### src/rtl/core/ndt_pkg.sv
// Shared types and constants for the NAND block disturb tracker.
// No dependencies; imported by ndt_ctrl and the tracker top level.
package ndt_pkg;

  localparam int PageW  = 24;
  localparam int CountW = 32;
  localparam int CfgW   = 32;

  // configuration register indexes
  localparam logic [1:0] REG_BLOCK_SHIFT = 2'd0;
  localparam logic [1:0] REG_READ_LIMIT  = 2'd1;
  localparam logic [1:0] REG_ERASE_LIMIT = 2'd2;

  // operation codes
  localparam logic OP_READ  = 1'b0;
  localparam logic OP_ERASE = 1'b1;

  // status codes
  localparam logic [1:0] STAT_OK          = 2'd0;
  localparam logic [1:0] STAT_READ_LIMIT  = 2'd1;
  localparam logic [1:0] STAT_ERASE_LIMIT = 2'd2;
  localparam logic [1:0] STAT_OUT_RANGE   = 2'd3;

  localparam logic [3:0]        RST_BLOCK_SHIFT = 4'd6;
  localparam logic [CountW-1:0] RST_READ_LIMIT  = 32'd100000;
  localparam logic [CountW-1:0] RST_ERASE_LIMIT = 32'd3000;

  typedef struct packed {
    logic             operation;
    logic [PageW-1:0] page;
  } ndt_in_t;

  typedef struct packed {
    logic [1:0]        status;
    logic [PageW-1:0]  block_index;
    logic [CountW-1:0] new_count;
  } ndt_out_t;

  typedef enum logic [1:0] {
    S_CLEAR,
    S_IDLE,
    S_UPDATE
  } ndt_state_t;

  // control strobes from the sequencer to the datapath
  typedef struct packed {
    logic in_ready;
    logic rd_en;
    logic upd_en;
    logic clr_en;
  } ndt_ctl_t;

  function automatic logic [CountW-1:0] sat_inc(input logic [CountW-1:0] v);
    sat_inc = (v == {CountW{1'b1}}) ? v : v + 1'b1;
  endfunction

endpackage

### src/rtl/core/ndt_ctrl.sv
// Sequencer: post-reset clearing sweep and per-beat read/update interlock.
// Depends on ndt_pkg.
module ndt_ctrl
  import ndt_pkg::*;
#(
  parameter int BLOCK_COUNT = 1024
) (
  input  logic                           clk,
  input  logic                           rst_n,
  input  logic                           in_valid,
  input  logic                           out_busy,
  output ndt_ctl_t                       ctl,
  output logic [$clog2(BLOCK_COUNT)-1:0] clr_addr
);

  localparam int AW = $clog2(BLOCK_COUNT);
  localparam logic [AW-1:0] LastAddr = AW'(BLOCK_COUNT - 1);

  ndt_state_t    state_r, state_nxt;
  logic [AW-1:0] clr_cnt_r, clr_cnt_nxt;

  always_ff @(posedge clk) begin
    if (!rst_n) begin
      state_r   <= S_CLEAR;
      clr_cnt_r <= '0;
    end else begin
      state_r   <= state_nxt;
      clr_cnt_r <= clr_cnt_nxt;
    end
  end

  always_comb begin
    state_nxt   = state_r;
    clr_cnt_nxt = clr_cnt_r;
    ctl         = '0;
    case (state_r)
      S_CLEAR: begin
        ctl.clr_en  = 1'b1;
        clr_cnt_nxt = clr_cnt_r + 1'b1;
        if (clr_cnt_r == LastAddr) begin
          state_nxt = S_IDLE;
        end
      end
      S_IDLE: begin
        ctl.in_ready = 1'b1;
        if (in_valid) begin
          ctl.rd_en = 1'b1;
          state_nxt = S_UPDATE;
        end
      end
      S_UPDATE: begin
        // RAM data is held; wait for a free output slot
        if (!out_busy) begin
          ctl.upd_en = 1'b1;
          state_nxt  = S_IDLE;
        end
      end
      default: begin
        state_nxt = S_CLEAR;
      end
    endcase
  end

  assign clr_addr = clr_cnt_r;

endmodule

### config.mk
export PLATFORM = sky130hd
export DESIGN_NAME = ndt_ctrl
export DESIGN_NICKNAME = d
export VERILOG_FILES = /design/src/rtl/core/ndt_pkg.sv /design/src/rtl/core/ndt_ctrl.sv
export SDC_FILE = /design/constraint.sdc
export NUM_CORES = 1
export LEC_CHECK = 0
export ABC_AREA = 1
export BUFFER_PORTS_ARGS = -buffer_cell sky130_fd_sc_hd__buf_2
export CORE_UTILIZATION = 30
export DETAILED_ROUTE_END_ITERATION = 7
export PLACE_DENSITY = 0.56
export SLEW_MARGIN = 40
export SYNTH_ARGS = -nofsm -noshare
export SYNTH_HDL_FRONTEND = slang
export SYNTH_SLANG_ARGS = --single-unit
### constraint.sdc
create_clock -name clk -period 2.3 [get_ports clk]
set_input_delay 0 -clock clk [delete_from_list [all_inputs] [get_ports clk]]
set_output_delay 0 -clock clk [all_outputs]
set_load 0.01 [all_outputs]
==> impl_metrics.ini, run 1 <==
[status]
run_status = finished clean

[power]
p_clk_share_pct = 33.5
power.share.sequential_pct = 59.4
power_switching_share_pct = 22.7
p_int_w = 0.000284
vdd_ir_drop_max_mv = 0.371
leakagePower_nw = 0.370
net-switching-power_w = 0.0000834
share_comb_of_total_power_pct = 7.1
powerDensity_mw_per_mm2 = 515

[final_layout]
register_area_um2 = 240
drive_above_1_share_pct = 26.5
multi_input_gate_area_um2 = 290
layout-area-overhead-vs-synth_pct = 19.0
nFillCells = 210
diodes_inserted = 0
final_nets = 109

[place]
portBuffers = 17
detailed_place_hpwl_um = 891
routabilityCongestion = 0.711

[die]
chipHeight_um = 46.7
top_level_ports = 18
coreArea_mm2 = 0.00180
floorplan.initialDensity_pct = 33.3
floorplan.die.width_um = 46.7
fp-row-count = 15
die_area_mm2 = 0.00218

[logic_synthesis]
syn-instance-count = 84
synthDominantCellAreaShare_pct = 40.0
netlist_top_cells_count = sky130_fd_sc_hd__nand2_1, sky130_fd_sc_hd__nor2_1, sky130_fd_sc_hd__dfxtp_1, sky130_fd_sc_hd__inv_1, sky130_fd_sc_hd__a21oi_1
yosysSeqAreaShare_pct = 40.0
async_reset_ff_share_pct = 0
synth_edf_count = 0
largest_area_contributor_in_the_netlist = sky130_fd_sc_hd__dfxtp_1
synth_seq_cells = 12
synthesis.area_um2 = 601
synth.most_common_cell = sky130_fd_sc_hd__nand2_1
mappedNetlistNets = 89
most_used_flip_flop_cell_after_synthesis = sky130_fd_sc_hd__dfxtp_1
yosys_warnings = 0
synth_top_cells_by_area = sky130_fd_sc_hd__dfxtp_1, sky130_fd_sc_hd__nand2_1, sky130_fd_sc_hd__nor2_1, sky130_fd_sc_hd__inv_1, sky130_fd_sc_hd__a21oi_1
syn-mean-instance-area_um2 = 7.15
synth_cell_type_count = 18

[global_route]
grt-ovfl-total = 0
m1_gr_usage_pct = 16.3
grt_max_degree = 12
grt_pass1_wl_um = 1880
antenna_violations_before_repair = 0
use_met3_pct = 5.77
grt_most_used_layer = met2
grt_pass1_vias = 447
globalRouteTotalUtil_pct = 12.6
global_route.usage.met2_pct = 18.3

[clocking]
cts_tree = built
clock_tree.root_cell = sky130_fd_sc_hd__clkbuf_4
tritoncts.num_buffers = 3
cts-resized-gates = 0
insertion_delay_ps = 270
cts_num_sinks = 12
clock_tree.buffer_depth = 2
htreeDepth = 1
clk_pin_slew_worst_paths_ps = 70
holdBufCountCts = 0
postCtsSetupBuffers = 0

[worst_setup_path]
setup.worst_path.end_class = register
setup.worst_path.start_class = register
worstPathMaxFanout = 5
cp.arrival_ps = 1570
worstSetupPathType = register to register
setup.reg_to_reg.worst_slack_ps = 890
cp.required_ps = 2460

[sta]
rsz_0062_raised_after_global_routing = false
max_freq_mhz = 709
hold_ws_ps = 20.3
timing_hold_violations_final = 0
report.final.setup_viol = 0
tns_ps = 0
max_slew.worst_pin.slew_ps = 437
report.final.slew_viol_count = 0
worst_clock_skew_ps = 5.25
slew_headroom_pct = 70.8
finalCriticalPeriod_ps = 1410
ratio_of_final_minimum_period_to_clock_period_pct = 61.3

[route]
post-route-drc-count = 0
route.antenna.remaining_nets = 0
vias = 553
drt-wirelength-per-cell_um = 8.92
drt_wl_total_um = 1130
initialDrtViolationCount = 8
via_per_inst = 4.35
drtPass1Iterations = 4

[flow_run]
cap_viol_max_count = 0

[min_path]
min_path_type = primary input to register
==> layout make-up <==
cell class | instances | share of cell area (%)
multi-input combinational | 58 | 40.6
clock buffer | 3 | 3.15
timing repair buffer | 17 | 11.9
inverter | 12 | 6.30
sequential | 12 | 33.6
tap | 25 | 4.38
==> cells in the final DEF (no fill, tap or decap), drive strengths merged <==
master	Yosys	final
inv	12	12
nor3b	1	1
o21ai	5	5
clkbuf	1	3
nand4	1	1
buf	1	17
ha	1	1
nand2	18	18
nor2	16	16
nand3	7	7
nor3	2	2
a21oi	7	7
dfxtp	12	12
==> state kept, by name, summed over array words and instances (netlist names) <==
signal and cells:
clr_addr 10, state_r 2
==> worst paths after layout <==
check	start	endpoint	cells past startpoint
hold / removal	in_valid	state_r[1]	3
setup reg to reg	clr_addr[0]	clr_addr[8]	6
hold reg to reg	clr_addr[6]	clr_addr[6]	2
setup / recovery	clr_addr[0]	clr_addr[8]	6
==> cells by family (layout without fill, tap and decap cells) <==
kind of cell	Yosys count	after routing	share of synthesized area, %
DFF	12	12	40.0
buffers and inverters	14	32	11.7
adders and majority gates	1	1	2.08
AOI/OAI and AO/OA	12	12	10.0
and+or+nand+nor	45	45	36.3
==> power groups by stage <==
stage               Sequential (W)  Combinational, W  Clock (W)
floorplan                 0.000224         0.0000161          0
global placement          0.000223         0.0000268          0
detailed placement        0.000223         0.0000263          0
CTS                       0.000218         0.0000264   0.000132
global route              0.000219         0.0000310   0.000143
finish                    0.000218         0.0000261   0.000123
==> critical path: stages (launching register included) <==
cell                      delay, ps
sky130_fd_sc_hd__dfxtp_1        430
sky130_fd_sc_hd__ha_1           230
sky130_fd_sc_hd__nand3_1        150
sky130_fd_sc_hd__nor3_1         280
sky130_fd_sc_hd__nand3_1        110
sky130_fd_sc_hd__nand2_1         70
sky130_fd_sc_hd__nor2_1          40
==> layer usage <==
metal	share of wire, %	vias up
met2	44	11
met4	1.2	0
met1	48	238
li1	-	302
met3	6.2	2
met5	0	-
==> metrics by stage <==
stage / util, % / power, W / setup slack, ps / instance area, um^2 / cells
final: 39.7 / 0.000368 / 889 / 714 / 127
after global placement: 38.4 / 0.000250 / 895 / 692 / 124
after CTS: 39.7 / 0.000376 / 882 / 714 / 127
after floorplan: - / 0.000241 / 980 / 601 / 84
after global routing: 39.7 / 0.000393 / 670 / 714 / 127
after detailed placement: 38.4 / 0.000249 / 891 / 692 / 124
Power figures use the tool's default switching activity.
==> inputs of run 2 (changes only) <==
--- a/config.mk
+++ b/config.mk
@@ -9,7 +9,7 @@
 export BUFFER_PORTS_ARGS = -buffer_cell sky130_fd_sc_hd__buf_2
 export CORE_UTILIZATION = 30
 export DETAILED_ROUTE_END_ITERATION = 7
-export PLACE_DENSITY = 0.56
+export PLACE_DENSITY = 0.58
 export SLEW_MARGIN = 40
 export SYNTH_ARGS = -nofsm -noshare
 export SYNTH_HDL_FRONTEND = slang
==> constraint.sdc (replaced) <==
create_clock -name clk -period 1.16 [get_ports clk]
set_input_delay 0 -clock clk [delete_from_list [all_inputs] [get_ports clk]]
set_output_delay 0 -clock clk [all_outputs]
set_load 0.01 [all_outputs]
==> impl_metrics.ini, run 2 (synthesis gave the netlist of run 1 again) <==
[status]
run_status = finished clean

[global_route]
grt_pass1_wl_um = 2160
globalRouteTotalUtil_pct = 14.9
antenna_violations_before_repair = 0
grt_pass1_vias = 530
grt_max_degree = 12
grt-ovfl-total = 0

[power]
p_int_w = 0.000658
net-switching-power_w = 0.000210
power.share.sequential_pct = 50.1
p_clk_share_pct = 39.8
share_comb_of_total_power_pct = 10.1
vdd_ir_drop_max_mv = 0.681
power_switching_share_pct = 24.2
leakagePower_nw = 0.475
powerDensity_mw_per_mm2 = 932

[final_layout]
largest_reg_flops = 10
postLayoutCellArea_um2 = 932
layout-area-overhead-vs-synth_pct = 55.2
drive_above_1_share_pct = 49.6
diodes_inserted = 0
mostFrequentLayoutCells = sky130_fd_sc_hd__buf_2, sky130_fd_sc_hd__nand2_1, sky130_fd_sc_hd__nor2_1, sky130_fd_sc_hd__buf_4, sky130_fd_sc_hd__inv_1
final_nets = 123
most_common_cell_after_layout_fill_and_taps_aside = sky130_fd_sc_hd__buf_2
nFillCells = 187

[worst_setup_path]
cp.depth = 6
setup.reg_to_reg.worst_slack_ps = 5
crit_buf_inv = 0
worst_path_largest_cell_delay_ps = 340
setup.worst_path.end_class = register
timing.critical_path.to = clr_addr[7]
path_cells = nor2_4, nand3_2, nor2_4, nand2_2, o21ai_2, nor2_1
timing.critical_path.slowest_stage_cell = sky130_fd_sc_hd__dfxtp_2
worst-r2r-cell-count = 6
crit-reg2reg-capture = clr_addr[7]
worstSetupPathType = register to register
startpoint = state_r[0]
cp_common_cell = sky130_fd_sc_hd__nor2_4
worstPathMaxFanout = 6
r2r-start = state_r[0]
cp.required_ps = 1340
setup.worst_path.start_class = register
critical_path.top_delay_family = simple AND/OR/NAND/NOR gates
cp.arrival_ps = 1340

[sta]
hold_ws_ps = 22.4
report.final.slew_viol_count = 0
max_slew.worst_pin.slew_ps = 215
timing_hold_violations_final = 0
finalCriticalPeriod_ps = 1160
rsz_0062_raised_after_global_routing = true
max_freq_mhz = 866
worst_clock_skew_ps = 3.70
report.final.setup_viol = 0
ratio_of_final_minimum_period_to_clock_period_pct = 99.6
slew_headroom_pct = 85.7

[route]
route.antenna.remaining_nets = 0
vias = 629
post-route-drc-count = 0
drt-wirelength-per-cell_um = 10.5
initialDrtViolationCount = 17
drt_wl_total_um = 1480
drtPass1Iterations = 3
via_per_inst = 4.43

[clocking]
tritoncts.num_buffers = 3
htreeDepth = 1
clk_pin_slew_worst_paths_ps = 80
clock_tree.buffer_depth = 2
cts_tree = built
clock_tree.root_cell = sky130_fd_sc_hd__clkbuf_4
insertion_delay_ps = 280
cts_num_sinks = 12

[die]
top_level_ports = 18
coreArea_mm2 = 0.00180
fp-row-count = 15
chipHeight_um = 46.7
floorplan.die.width_um = 46.7
floorplan.initialDensity_pct = 33.3
die_area_mm2 = 0.00218

[place]
routabilityCongestion = 0.794
detailed_place_hpwl_um = 1050
portBuffers = 17
placed_area_um2 = 777

[min_path]
min_path_type = primary input to register

[flow_run]
cap_viol_max_count = 0
[run 2: worst register-to-register path: stages, from the launching register on]
cell and delay [ps]:
sky130_fd_sc_hd__dfxtp_2 340, sky130_fd_sc_hd__nor2_4 190, sky130_fd_sc_hd__nand3_2 130, sky130_fd_sc_hd__nor2_4 150, sky130_fd_sc_hd__nand2_2 70, sky130_fd_sc_hd__o21ai_2 120
sky130_fd_sc_hd__nor2_1 50
[run 2: power groups by stage]
stage          clock network [W]  registers [W]  logic (W)
6_report                0.000346       0.000435  0.0000881
4_1_cts                 0.000360       0.000434  0.0000817
3_3_place_gp                   0       0.000440  0.0000639
5_1_grt                 0.000376       0.000437  0.0000985
3_5_place_dp                   0       0.000441  0.0000666
2_1_floorplan                  0       0.000446  0.0000331
[run 2: per-stage QoR]
stage | utilization (%) | setup TNS, ps | total power, W | setup WS, ps | instances
floorplan | - | 0 | 0.000480 | 21.5 | 84
global placement | 43.1 | 0 | 0.000504 | 10.9 | 133
detailed placement | 43.1 | -89.4 | 0.000508 | -45.6 | 133
CTS | 48.5 | 0 | 0.000876 | 3.83 | 140
global route | 51.7 | -201 | 0.000911 | -62.5 | 142
finish | 51.7 | 0 | 0.000869 | 4.81 | 142
[run 2: per-layer routing]
layer | track usage [%] | wire, um | up-vias | part of all wire [%]
met5 | 0 | 0 | - | 0
met3 | 5.77 | 62 | 4 | 4.2
met1 | 16.6 | 668 | 279 | 45
met4 | 8.57 | 32 | 0 | 2.2
met2 | 24.2 | 720 | 14 | 49
li1 | - | - | 332 | -
[run 2: how the worst min path moves through the flow]
stage / startpoint / to / slack [ps] / cells past startpoint
6_report: in_valid / state_r[0] / 20 / 4
5_1_grt: rst_n / clr_addr[0] / 30 / 3
4_1_cts: in_valid / state_r[0] / 5 / 4
3_5_place_dp: out_busy / ctl[1] / 250 / 3
3_3_place_gp: out_busy / ctl[1] / 240 / 3
2_1_floorplan: out_busy / ctl[1] / 50 / 1
[run 2: layout make-up]
type	count	area, um^2	share of cell area, %
Timing Repair Buffer	31	200	21.5
Tap cell	25	31.3	3.36
Inverter	12	45.0	4.83
Multi-Input combinational cell	58	370	39.7
Clock buffer	4	36.3	3.89
Sequential cell	12	249	26.7
[run 2: repair_timing]
item	CTS	global route
buffers inserted	3	2
pin swaps	3	9
hold buffers	1	0
endpoints found under the hold margin	1	0
gates resized for setup	7	14
setup endpoints to repair	8	7
